`src/hw/rtl/sha_pkg.sv`:
```
`timescale 1ns / 1ps
package sha_pkg;

  localparam logic [31:0] RoundK [64] = '{
    32'h428A2F98, 32'h71374491, 32'hB5C0FBCF, 32'hE9B5DBA5,
    32'h3956C25B, 32'h59F111F1, 32'h923F82A4, 32'hAB1C5ED5,
    32'hD807AA98, 32'h12835B01, 32'h243185BE, 32'h550C7DC3,
    32'h72BE5D74, 32'h80DEB1FE, 32'h9BDC06A7, 32'hC19BF174,
    32'hE49B69C1, 32'hEFBE4786, 32'h0FC19DC6, 32'h240CA1CC,
    32'h2DE92C6F, 32'h4A7484AA, 32'h5CB0A9DC, 32'h76F988DA,
    32'h983E5152, 32'hA831C66D, 32'hB00327C8, 32'hBF597FC7,
    32'hC6E00BF3, 32'hD5A79147, 32'h06CA6351, 32'h14292967,
    32'h27B70A85, 32'h2E1B2138, 32'h4D2C6DFC, 32'h53380D13,
    32'h650A7354, 32'h766A0ABB, 32'h81C2C92E, 32'h92722C85,
    32'hA2BFE8A1, 32'hA81A664B, 32'hC24B8B70, 32'hC76C51A3,
    32'hD192E819, 32'hD6990624, 32'hF40E3585, 32'h106AA070,
    32'h19A4C116, 32'h1E376C08, 32'h2748774C, 32'h34B0BCB5,
    32'h391C0CB3, 32'h4ED8AA4A, 32'h5B9CCA4F, 32'h682E6FF3,
    32'h748F82EE, 32'h78A5636F, 32'h84C87814, 32'h8CC70208,
    32'h90BEFFFA, 32'hA4506CEB, 32'hBEF9A3F7, 32'hC67178F2
  };

  localparam logic [31:0] InitH [8] = '{
    32'h6A09E667, 32'hBB67AE85, 32'h3C6EF372, 32'hA54FF53A,
    32'h510E527F, 32'h9B05688C, 32'h1F83D9AB, 32'h5BE0CD19
  };

  localparam logic [7:0] PadByte = 8'h80;
  localparam logic [6:0] LenPos  = 7'd56;

  localparam logic CmdAbsorb = 1'b0;
  localparam logic CmdFinish = 1'b1;

  typedef struct packed {
    logic start;
    logic init;
  } cmp_ctl_t;

  function automatic logic [31:0] big0(input logic [31:0] x);
    big0 = {x[1:0], x[31:2]} ^ {x[12:0], x[31:13]} ^ {x[21:0], x[31:22]};
  endfunction

  function automatic logic [31:0] big1(input logic [31:0] x);
    big1 = {x[5:0], x[31:6]} ^ {x[10:0], x[31:11]} ^ {x[24:0], x[31:25]};
  endfunction

  function automatic logic [31:0] sml0(input logic [31:0] x);
    sml0 = {x[6:0], x[31:7]} ^ {x[17:0], x[31:18]} ^ {3'b000, x[31:3]};
  endfunction

  function automatic logic [31:0] sml1(input logic [31:0] x);
    sml1 = {x[16:0], x[31:17]} ^ {x[18:0], x[31:19]} ^ {10'd0, x[31:10]};
  endfunction

endpackage

```
`src/hw/rtl/sha_msg_sched.sv`:
```
`timescale 1ns / 1ps
module sha_msg_sched (
  input  logic        clk_i,
  input  logic        wr_en_i,
  input  logic [5:0]  wr_idx_i,
  input  logic [7:0]  wr_byte_i,
  input  logic        len_en_i,
  input  logic [63:0] len_i,
  input  logic        shift_i,
  output logic [31:0] w_o
);

  logic [31:0] win_q [16];
  logic [31:0] nxt;

  // The window slides by one word per round; word 0 is the current round word.
  assign nxt = sha_pkg::sml1(win_q[14]) + win_q[9] + sha_pkg::sml0(win_q[1]) + win_q[0];
  assign w_o = win_q[0];

  always_ff @(posedge clk_i) begin
    if (shift_i) begin
      for (int i = 0; i < 15; i++) begin
        win_q[i] <= win_q[i+1];
      end
      win_q[15] <= nxt;
    end else if (len_en_i) begin
      win_q[14] <= len_i[63:32];
      win_q[15] <= len_i[31:0];
    end else if (wr_en_i) begin
      case (wr_idx_i[1:0])
        2'd0:    win_q[wr_idx_i[5:2]][31:24] <= wr_byte_i;
        2'd1:    win_q[wr_idx_i[5:2]][23:16] <= wr_byte_i;
        2'd2:    win_q[wr_idx_i[5:2]][15:8]  <= wr_byte_i;
        default: win_q[wr_idx_i[5:2]][7:0]   <= wr_byte_i;
      endcase
    end
  end

endmodule

```
`src/hw/rtl/sha_compress.sv`:
```
`timescale 1ns / 1ps
module sha_compress (
  input  logic             clk_i,
  input  logic             rst_ni,
  input  sha_pkg::cmp_ctl_t ctl_i,
  input  logic [31:0]      w_i,
  input  logic [2:0]       rd_idx_i,
  output logic [31:0]      rd_data_o,
  output logic             busy_o,
  output logic             done_o
);

  logic [31:0] h_q [8];
  logic [31:0] v_q [8];
  logic [5:0]  rnd_q;
  logic        run_q;
  logic        add_q;
  logic [31:0] t1;
  logic [31:0] t2;
  logic [31:0] ch;
  logic [31:0] maj;

  assign ch  = v_q[6] ^ (v_q[4] & (v_q[5] ^ v_q[6]));
  assign maj = (v_q[0] & v_q[1]) | (v_q[2] & (v_q[0] | v_q[1]));
  assign t1  = v_q[7] + sha_pkg::big1(v_q[4]) + ch + sha_pkg::RoundK[rnd_q] + w_i;
  assign t2  = sha_pkg::big0(v_q[0]) + maj;

  assign rd_data_o = h_q[rd_idx_i];
  assign busy_o    = run_q;
  assign done_o    = add_q;

  always_ff @(posedge clk_i or negedge rst_ni) begin
    if (!rst_ni) begin
      run_q <= 1'b0;
      add_q <= 1'b0;
      rnd_q <= '0;
      for (int i = 0; i < 8; i++) begin
        h_q[i] <= sha_pkg::InitH[i];
      end
    end else begin
      add_q <= 1'b0;
      if (ctl_i.start) begin
        run_q <= 1'b1;
        rnd_q <= '0;
      end else if (run_q) begin
        rnd_q <= rnd_q + 6'd1;
        if (rnd_q == 6'd63) begin
          run_q <= 1'b0;
          add_q <= 1'b1;
        end
      end
      if (ctl_i.init) begin
        for (int i = 0; i < 8; i++) begin
          h_q[i] <= sha_pkg::InitH[i];
        end
      end else if (add_q) begin
        for (int i = 0; i < 8; i++) begin
          h_q[i] <= h_q[i] + v_q[i];
        end
      end
    end
  end

  always_ff @(posedge clk_i) begin
    if (ctl_i.start) begin
      for (int i = 0; i < 8; i++) begin
        v_q[i] <= h_q[i];
      end
    end else if (run_q) begin
      v_q[7] <= v_q[6];
      v_q[6] <= v_q[5];
      v_q[5] <= v_q[4];
      v_q[4] <= v_q[3] + t1;
      v_q[3] <= v_q[2];
      v_q[2] <= v_q[1];
      v_q[1] <= v_q[0];
      v_q[0] <= t1 + t2;
    end
  end

endmodule

```
`src/hw/rtl/sha256_byte_stream_hasher.sv`:
```
`timescale 1ns / 1ps
// Absorb beat: taken while idle; one that completes a 64-byte block is followed by the
// 64 rounds of one shared round unit and then the hash update.
// Finish beat: one padding byte per cycle up to byte 56 or 64, then rounds and hash update
// per padded block (one or two blocks), then eight output beats. Input stalls outside idle.
// Reset (asynchronous, active low) loads the initial hash value and a zero byte count;
// the same happens after the eighth digest word is taken.
module sha256_byte_stream_hasher (
  input  logic        clk_i,
  input  logic        rst_ni,
  input  logic        in_valid_i,
  output logic        in_stall_o,
  input  logic        command_i,
  input  logic [7:0]  data_byte_i,
  output logic        out_valid_o,
  input  logic        out_stall_i,
  output logic [31:0] digest_word_o,
  output logic [2:0]  word_index_o,
  output logic        last_word_o
);

  localparam logic [1:0] ST_IDLE = 2'd0;
  localparam logic [1:0] ST_COMP = 2'd1;
  localparam logic [1:0] ST_PAD  = 2'd2;
  localparam logic [1:0] ST_OUT  = 2'd3;

  logic [1:0]  state_q;
  logic [60:0] cnt_q;
  logic [6:0]  ptr_q;
  logic        fin_q;
  logic        ovf_q;
  logic        lenblk_q;
  logic [2:0]  oidx_q;

  logic        in_acc;
  logic        out_acc;
  logic [5:0]  pos;
  logic        pad_len;
  logic        pad_full;
  logic        wr_en;
  logic [5:0]  wr_idx;
  logic [7:0]  wr_byte;
  logic [31:0] w_word;
  logic        cmp_busy;
  logic        cmp_done;
  sha_pkg::cmp_ctl_t ctl;

  assign pos      = cnt_q[5:0];
  assign in_stall_o  = (state_q != ST_IDLE);
  assign out_valid_o = (state_q == ST_OUT);
  assign in_acc   = in_valid_i & ~in_stall_o;
  assign out_acc  = out_valid_o & ~out_stall_i;

  // Length goes in once zeros reach byte 56; an overflowing block is zeroed to its end.
  assign pad_len  = (state_q == ST_PAD) && !ovf_q && (ptr_q == sha_pkg::LenPos);
  assign pad_full = (state_q == ST_PAD) && ptr_q[6];

  always_comb begin
    wr_en   = 1'b0;
    wr_idx  = pos;
    wr_byte = data_byte_i;
    if (in_acc) begin
      wr_en   = 1'b1;
      wr_byte = (command_i == sha_pkg::CmdFinish) ? sha_pkg::PadByte : data_byte_i;
    end else if ((state_q == ST_PAD) && !pad_len && !pad_full) begin
      wr_en   = 1'b1;
      wr_idx  = ptr_q[5:0];
      wr_byte = 8'h00;
    end
  end

  assign ctl.start = (in_acc && (command_i == sha_pkg::CmdAbsorb) && (pos == 6'd63))
                     || pad_len || pad_full;
  assign ctl.init  = out_acc && (oidx_q == 3'd7);

  sha_msg_sched u_sched (
    .clk_i     (clk_i),
    .wr_en_i   (wr_en),
    .wr_idx_i  (wr_idx),
    .wr_byte_i (wr_byte),
    .len_en_i  (pad_len),
    .len_i     ({cnt_q, 3'b000}),
    .shift_i   (cmp_busy),
    .w_o       (w_word)
  );

  sha_compress u_comp (
    .clk_i     (clk_i),
    .rst_ni    (rst_ni),
    .ctl_i     (ctl),
    .w_i       (w_word),
    .rd_idx_i  (oidx_q),
    .rd_data_o (digest_word_o),
    .busy_o    (cmp_busy),
    .done_o    (cmp_done)
  );

  assign word_index_o = oidx_q;
  assign last_word_o  = (oidx_q == 3'd7);

  always_ff @(posedge clk_i or negedge rst_ni) begin
    if (!rst_ni) begin
      state_q  <= ST_IDLE;
      cnt_q    <= '0;
      ptr_q    <= '0;
      fin_q    <= 1'b0;
      ovf_q    <= 1'b0;
      lenblk_q <= 1'b0;
      oidx_q   <= '0;
    end else begin
      case (state_q)
        ST_IDLE: begin
          if (in_acc) begin
            if (command_i == sha_pkg::CmdFinish) begin
              fin_q    <= 1'b1;
              ptr_q    <= {1'b0, pos} + 7'd1;
              ovf_q    <= (pos >= 6'd56);
              lenblk_q <= 1'b0;
              state_q  <= ST_PAD;
            end else begin
              cnt_q <= cnt_q + 61'd1;
              if (pos == 6'd63) begin
                state_q <= ST_COMP;
              end
            end
          end
        end
        ST_PAD: begin
          if (pad_len) begin
            lenblk_q <= 1'b1;
            state_q  <= ST_COMP;
          end else if (pad_full) begin
            ovf_q   <= 1'b0;
            ptr_q   <= '0;
            state_q <= ST_COMP;
          end else begin
            ptr_q <= ptr_q + 7'd1;
          end
        end
        ST_COMP: begin
          if (cmp_done) begin
            if (!fin_q) begin
              state_q <= ST_IDLE;
            end else if (lenblk_q) begin
              oidx_q  <= '0;
              state_q <= ST_OUT;
            end else begin
              state_q <= ST_PAD;
            end
          end
        end
        ST_OUT: begin
          if (out_acc) begin
            oidx_q <= oidx_q + 3'd1;
            if (oidx_q == 3'd7) begin
              fin_q   <= 1'b0;
              cnt_q   <= '0;
              state_q <= ST_IDLE;
            end
          end
        end
        default: state_q <= ST_IDLE;
      endcase
    end
  end

  a_out_not_busy: assert property (@(posedge clk_i) disable iff (!rst_ni)
    out_valid_o |-> !cmp_busy)
    else $error("digest shown while rounds run");

  a_done_in_comp: assert property (@(posedge clk_i) disable iff (!rst_ni)
    cmp_done |-> (state_q == ST_COMP))
    else $error("compression finished outside compress state");

  a_full_block_starts: assert property (@(posedge clk_i) disable iff (!rst_ni)
    (in_acc && (command_i == sha_pkg::CmdAbsorb) && (pos == 6'd63)) |=> cmp_busy)
    else $error("full block did not start compression");

  a_ready_after_last: assert property (@(posedge clk_i) disable iff (!rst_ni)
    (out_acc && last_word_o) |=> !in_stall_o)
    else $error("not ready after last digest beat");

endmodule
```
`config.mk`:
```
export PLATFORM = sky130hd
export DESIGN_NAME = sha256_byte_stream_hasher
export DESIGN_NICKNAME = d
export VERILOG_FILES = /design/src/hw/rtl/sha_pkg.sv /design/src/hw/rtl/sha_msg_sched.sv /design/src/hw/rtl/sha_compress.sv /design/src/hw/rtl/sha256_byte_stream_hasher.sv
export SDC_FILE = /design/constraint.sdc
export NUM_CORES = 2
export LEC_CHECK = 0
export ABC_AREA = 1
export BUFFER_PORTS_ARGS = -buffer_cell sky130_fd_sc_hd__buf_2
export CELL_PAD_IN_SITES_DETAIL_PLACEMENT = 0
export CELL_PAD_IN_SITES_GLOBAL_PLACEMENT = 2
export CORE_UTILIZATION = 40
export DETAILED_ROUTE_END_ITERATION = 10
export GPL_TIMING_DRIVEN = 0
export HOLD_SLACK_MARGIN = 0.15
export PLACE_DENSITY = 0.78
export SKIP_LAST_GASP = 1
export SYNTH_ARGS = -nofsm -noshare
export SYNTH_HDL_FRONTEND = slang
export SYNTH_HIERARCHICAL = 1
export SYNTH_SLANG_ARGS = --single-unit
```
`constraint.sdc`:
```
create_clock -name clk_i -period 10.35 [get_ports clk_i]
set_input_delay 2.07 -clock clk_i [delete_from_list [all_inputs] [get_ports clk_i]]
set_output_delay 2.07 -clock clk_i [all_outputs]
set_load 0.01 [all_outputs]
```
### After elaboration in Yosys (flattened, before gate mapping)

Memories as Yosys holds them, arrays and structs flattened.
Cells that the tools add are included.
Widths: inputs -> output; s select.

| storage, ports and cells | value |
|---|---|
| input bits | 13 |
| bits in writable memories | 768 |
| memory bits (read-only) | 2048 |
| word-level logic and storage cells | 235 |
| memories | 3 |
| bits in registers | 340 |
| output and inout port bits | 38 |

Memories:

| name | words | width | read ports | clocked after Yosys merged registers in | wr ports | RTL line | RTL |
|---|---|---|---|---|---|---|---|
| (no name shown) | 64 | 32 | 1 | 0 | 0 | sha_compress.sv:25 | `assign t1 = v_q[7] + sha_pkg::big1(v_q[4]) + ch + sha_pkg::RoundK[rnd_q] + w_i;` |
| u_sched.win_q | 16 | 32 | 16 | 0 | 16 | sha_msg_sched.sv:13 | `logic [31:0] win_q [16];` |
| u_comp.v_q | 8 | 32 | 8 | 0 | 8 | sha_compress.sv:14 | `logic [31:0] v_q [8];` |

| cells by class | value |
|---|---|
| mux-type cells | 104 |
| order comparisons | 3 |
| eq/ne operators | 22 |
| reductions and logical operators | 30 |
| add/sub/neg operators | 23 |
| bitwise logic cells | 32 |

Operators by type and width:

| operator | number |
|---|---|
| $add 32x32->32 | 18 |
| $mux 256 | 2 |
| $mux 32 | 15 |
| $xor 32x32->32 | 8 |
| $mux 61 | 4 |
| $pmux 61 s2 | 1 |
| $and 32x32->32 | 3 |
| $bmux 32 s3 | 1 |
| $or 32x32->32 | 2 |
| $add 61x1->61 const B | 1 |
| $mux 1 | 49 |
| $reduce_or 32->1 | 1 |
| $xor 32x22->32 | 1 |
| $xor 32x29->32 | 1 |
| $mux 7 | 4 |
| $mux 6 | 4 |
| $mux 8 | 3 |
| $reduce_and 5->1 | 4 |
| $mux 2 | 9 |
| $ne 2x2->1 const B | 8 |
| $pmux 7 s2 | 1 |
| $eq 6x6->1 const B | 2 |
| $mux 3 | 4 |
| $reduce_bool 2->1 | 6 |
| 29 further kinds | 62 |

### Longest topological paths before layout

| depth | value |
|---|---|
| depth in word-level cells | 17 |
| gate-level depth with buffers | 43 |
| mapped depth without buffers | 42 |

### Modules after synthesis

The synthesis kept the hierarchy.

Modules (own cells, without submodules):

| module | area an instance (sq um) | seq. area each (sq um) | cells each | instances |
|---|---|---|---|---|
| sha_compress | 50071.8 | 14463.9 | 6943 | 1 |
| sha_msg_sched | 27418.8 | 15374.7 | 2839 | 1 |
| sha256_byte_stream_hasher | 5192.5 | 1901.8 | 804 | 1 |

### Worst setup path before layout

No wires, ideal clock.

| timing | value |
|---|---|
| path type | input -> register |
| start point | input command_i |
| end point | register u_comp.rnd_q[2] |
| arrival time | 8.551 ns |
| buffers on the path | 0 |
| library setup time | 0.406 ns |
| stages | 8 |
| required time | 9.944 ns |
| slack | 1.392 ns |
| cells stage by stage | inv_1 -> nand2_2 -> nor2_1 -> inv_1 -> o221ai_1 -> inv_1 -> nand2_1 -> o21ai_0 |

RTL lines:

| item | RTL line | RTL |
|---|---|---|
| start: declaration | sha256_byte_stream_hasher.sv:13 | `input logic command_i,` |
| end signal: assignment | sha_compress.sv:46 | `rnd_q <= rnd_q + 6'd1;` |
| end: declaration | sha_compress.sv:15 | `logic [5:0] rnd_q;` |

==> out/results.tsv <==
metric	value	unit
most common cell in the netlist	nand2_1	
ys async rst share	30.69	%
Slew @ Worst Pin	1567	ps
top_reg_cell synth	edfxtp_1	
CP dominant cell by count	nand2_1	
synthesis-stage register bit count	1108	
crit path max fanout	14	
initial antenna violation count	18	
post-synthesis sequential area ratio	38.39	%
MaxCap Viol Count	5	
Initial Utilization	40.33	%
final setup margin	109.2	ps
reg-to-reg slack, setup	110	ps
RSZ-0062 raised after global routing	no	
aggregate global-route resource usage	39.79	%
Post-synth top cells	2596 x nand2_1, 1346 x inv_1, 1159 x o21ai_0	
critical path's largest stage delay	790	ps
DIE AREA	208500	µm²
core region area	205000	µm²
Max Clock Skew	82.47	ps
CTS Sinks	1108	
final setup fails	0	
outcome	finished with violations	
Worst Setup Start Kind	flip-flop	
Final Hold Fails	0	
Place WS	34.15	ps
CTS buffer count	141	
Distinct cells, synth	79	
fmax	97.65	MHz
nets@finish	11400	
hold crit path type	flip-flop to flip-flop	
Synth top area share	27.89	%
failing checks	capacitance limit, slew limit	
fin cells	13620	
Die H	456.7	µm
Hold Path Depth	1	
area delta synth->final	10.92	%
endpoint of the worst-slack reg-to-reg timing path	u_comp/v_q[0][31]$_DFFE_PP_	
IO Count	51	
DR top layer	met5	
final antenna-violating net count	0	
met2 routed WL	185300	µm
largest net degree at the start of global routing	105	
Crit. End Element	flip-flop	
crit path DAT	10790	ps
worst-skew pair later-pin latency	860	ps
minimum clock period	10240	ps
post-detailed-route wirelength per cell	31.10	µm
Placed Cells	13340	
Syn Area/Cell	7.811	µm²
final routed DRC violation total	0	
1st-pass router iterations	7	
Reg2Reg Depth	33	
multi-input combinational cell area	44090	µm²
Slew Viols, Final	25	
Crit path max-delay family	simple AND/OR/NAND/NOR gates	
vias per std cell	5.896	
Root Driver	clkbuf_16	
first-pass GRT wire length	582300	µm
sequential cell area	31740	µm²
FF-to-FF Start	u_comp/rnd_q[1]$_DFFE_PN0P_	
Post-Syn Instances	10590	
RePlAce Congestion	1.070	
slowest CP cell	dfrtp_1	
Post-synth EDFFs	768	
Vias	80320	
Worst-path clk slew	60	ps
number of I/O port buffers	50	
Mapped Area	82680	µm²
max_slew headroom	-4.472	%
dominant cell type by area after synthesis	edfxtp_1	
Ys Warns	6	
Met1 Wirelength	165400	µm
post-DP HPWL	343000	µm
DR iter-0 viols	10270	
WL final	423700	µm
Rows	166	
gr ovfl total	0	
critical path type	flip-flop to flip-flop	
Die Wd	456.7	µm
Synth area leaders	edfxtp_1 28%, nand2_1 12%, o21ai_0 7.0%	
CP required	10900	ps
Hold Path Origin	lenblk_q$_DFFE_PN0P_	
Hold Path Sink	lenblk_q$_DFFE_PN0P_	
Placed Area	86770	µm²
post-route cell area	91720	µm²
vias in the first global route	74990	
H-Tree Depth	4	
Buffers & Inverters on Critical Path	5	
metal3 WL	38210	µm
CTS tree	built	
Fillers	20740	
final period utilization	98.95	%
worst hold slack	503.6	ps
share of post-route cells with drive strength above 1	6.752	%
Post-CTS Repair Setup Buffers	0	
CTS Buffer Depth	3	
logic make-up (layout without fill, tap and decap cells):
group	count (synthesis)	count (layout)	synth area share, %
simple gates	4146	4146	20.77
compound gates	2523	2523	16.91
flops	1108	1108	38.39
other cells	1	21	0.004535
mux	4	4	0.04843
fa+ha+maj	621	621	11.08
xor+xnor	409	409	4.332
buf+inv	1774	2102	8.467
how the worst max path moves through the flow:
stage                                startpoint                     endpoint  slack, ps  depth (start not counted)
finish              u_comp/rnd_q[1]$_DFFE_PN0P_  u_comp/v_q[0][31]$_DFFE_PP_        110                         33
floorplan                             command_i  u_comp/rnd_q[2]$_DFFE_PN0P_       1390                          8
detailed placement  u_comp/rnd_q[1]$_DFFE_PN0P_  u_comp/v_q[0][31]$_DFFE_PP_         30                         33
global placement                      command_i  u_comp/v_q[0][12]$_DFFE_PP_      -4170                          8
global route        u_comp/rnd_q[1]$_DFFE_PN0P_  u_comp/v_q[0][31]$_DFFE_PP_         20                         33
CTS                 u_comp/rnd_q[1]$_DFFE_PN0P_  u_comp/v_q[0][31]$_DFFE_PP_         30                         31
flip-flops by register name, summed over array words and instances (netlist names):
signal,flops
word_index_o,3
state_q,2
u_comp/h_q,256
u_sched/win_q,512
ovf_q,1
fin_q,1
ptr_q,7
lenblk_q,1
u_comp/v_q,256
u_comp/rnd_q,6
u_comp/done_o,1
u_comp/busy_o,1
cnt_q,61
layout make-up:
cell class	instances	share of cell area, %
Sequential cell	1108	34.61
Antenna cell	18	0.04911
Timing Repair Buffer	68	0.7067
Inverter	1364	5.584
Clock inverter	77	1.153
Tap cell	2688	3.667
Buffer	410	2.080
Clock buffer	183	4.084
Multi-Input combinational cell	7706	48.07
per-layer routing:
layer | up-vias | global-route usage [%]
li1 | 35790 | -
met4 | 10 | 27.51
met3 | 1084 | 8.137
met5 | - | 0
met2 | 4421 | 61.18
met1 | 39020 | 50.12
cell usage in the layout, fill, tap and decap left out, types with 21 or more instances in the layout:
master,count
nand2_1,2595
inv_1,1346
o21ai_0,1156
nor2_1,821
edfxtp_1,768
a21oi_1,664
ha_1,396
nand3_1,365
clkbuf_1,302
dfrtp_1,204
xor2_1,203
fa_1,195
xnor2_1,194
clkbuf_16,141
dfstp_2,136
o22ai_1,129
o21ai_1,118
buf_2,113
a31oi_1,109
nand4_1,104
nor3_1,80
o21bai_1,50
a21o_1,43
o21a_1,42
buf_6,34
nand2_4,31
o211ai_1,31
maj3_1,30
o221ai_1,28
nand2_2,26
o21ai_2,24
buf_1,23
clkinv_1,22
clkbuf_2,21
repair_timing:
item,in CTS,in global routing
hold buffers,0,0
endpoints found under the setup margin,0,4
gates resized for setup,0,13
metrics by stage:
| step | util (%) | setup TNS (ps) |
|---|---|---|
| detailed placement | 42.33 | 0 |
| CTS | 44.67 | 0 |
| finish | 44.74 | 0 |
| global placement | 42.10 | -1274480 |
| global route | 44.72 | 0 |
| floorplan | - | 0 |
worst reg2reg max path: cells and delay by family, from the launching register on:
family	cells	cell delay [ps]
xor+xnor	1	600
compound gates	4	1170
fa+ha+maj	6	3040
buf+inv	5	1110
flops	1	790
simple gates	17	3260
Power is not shown: default switching activity piles up to over one toggle a cycle in this logic, so the estimate is an artifact.
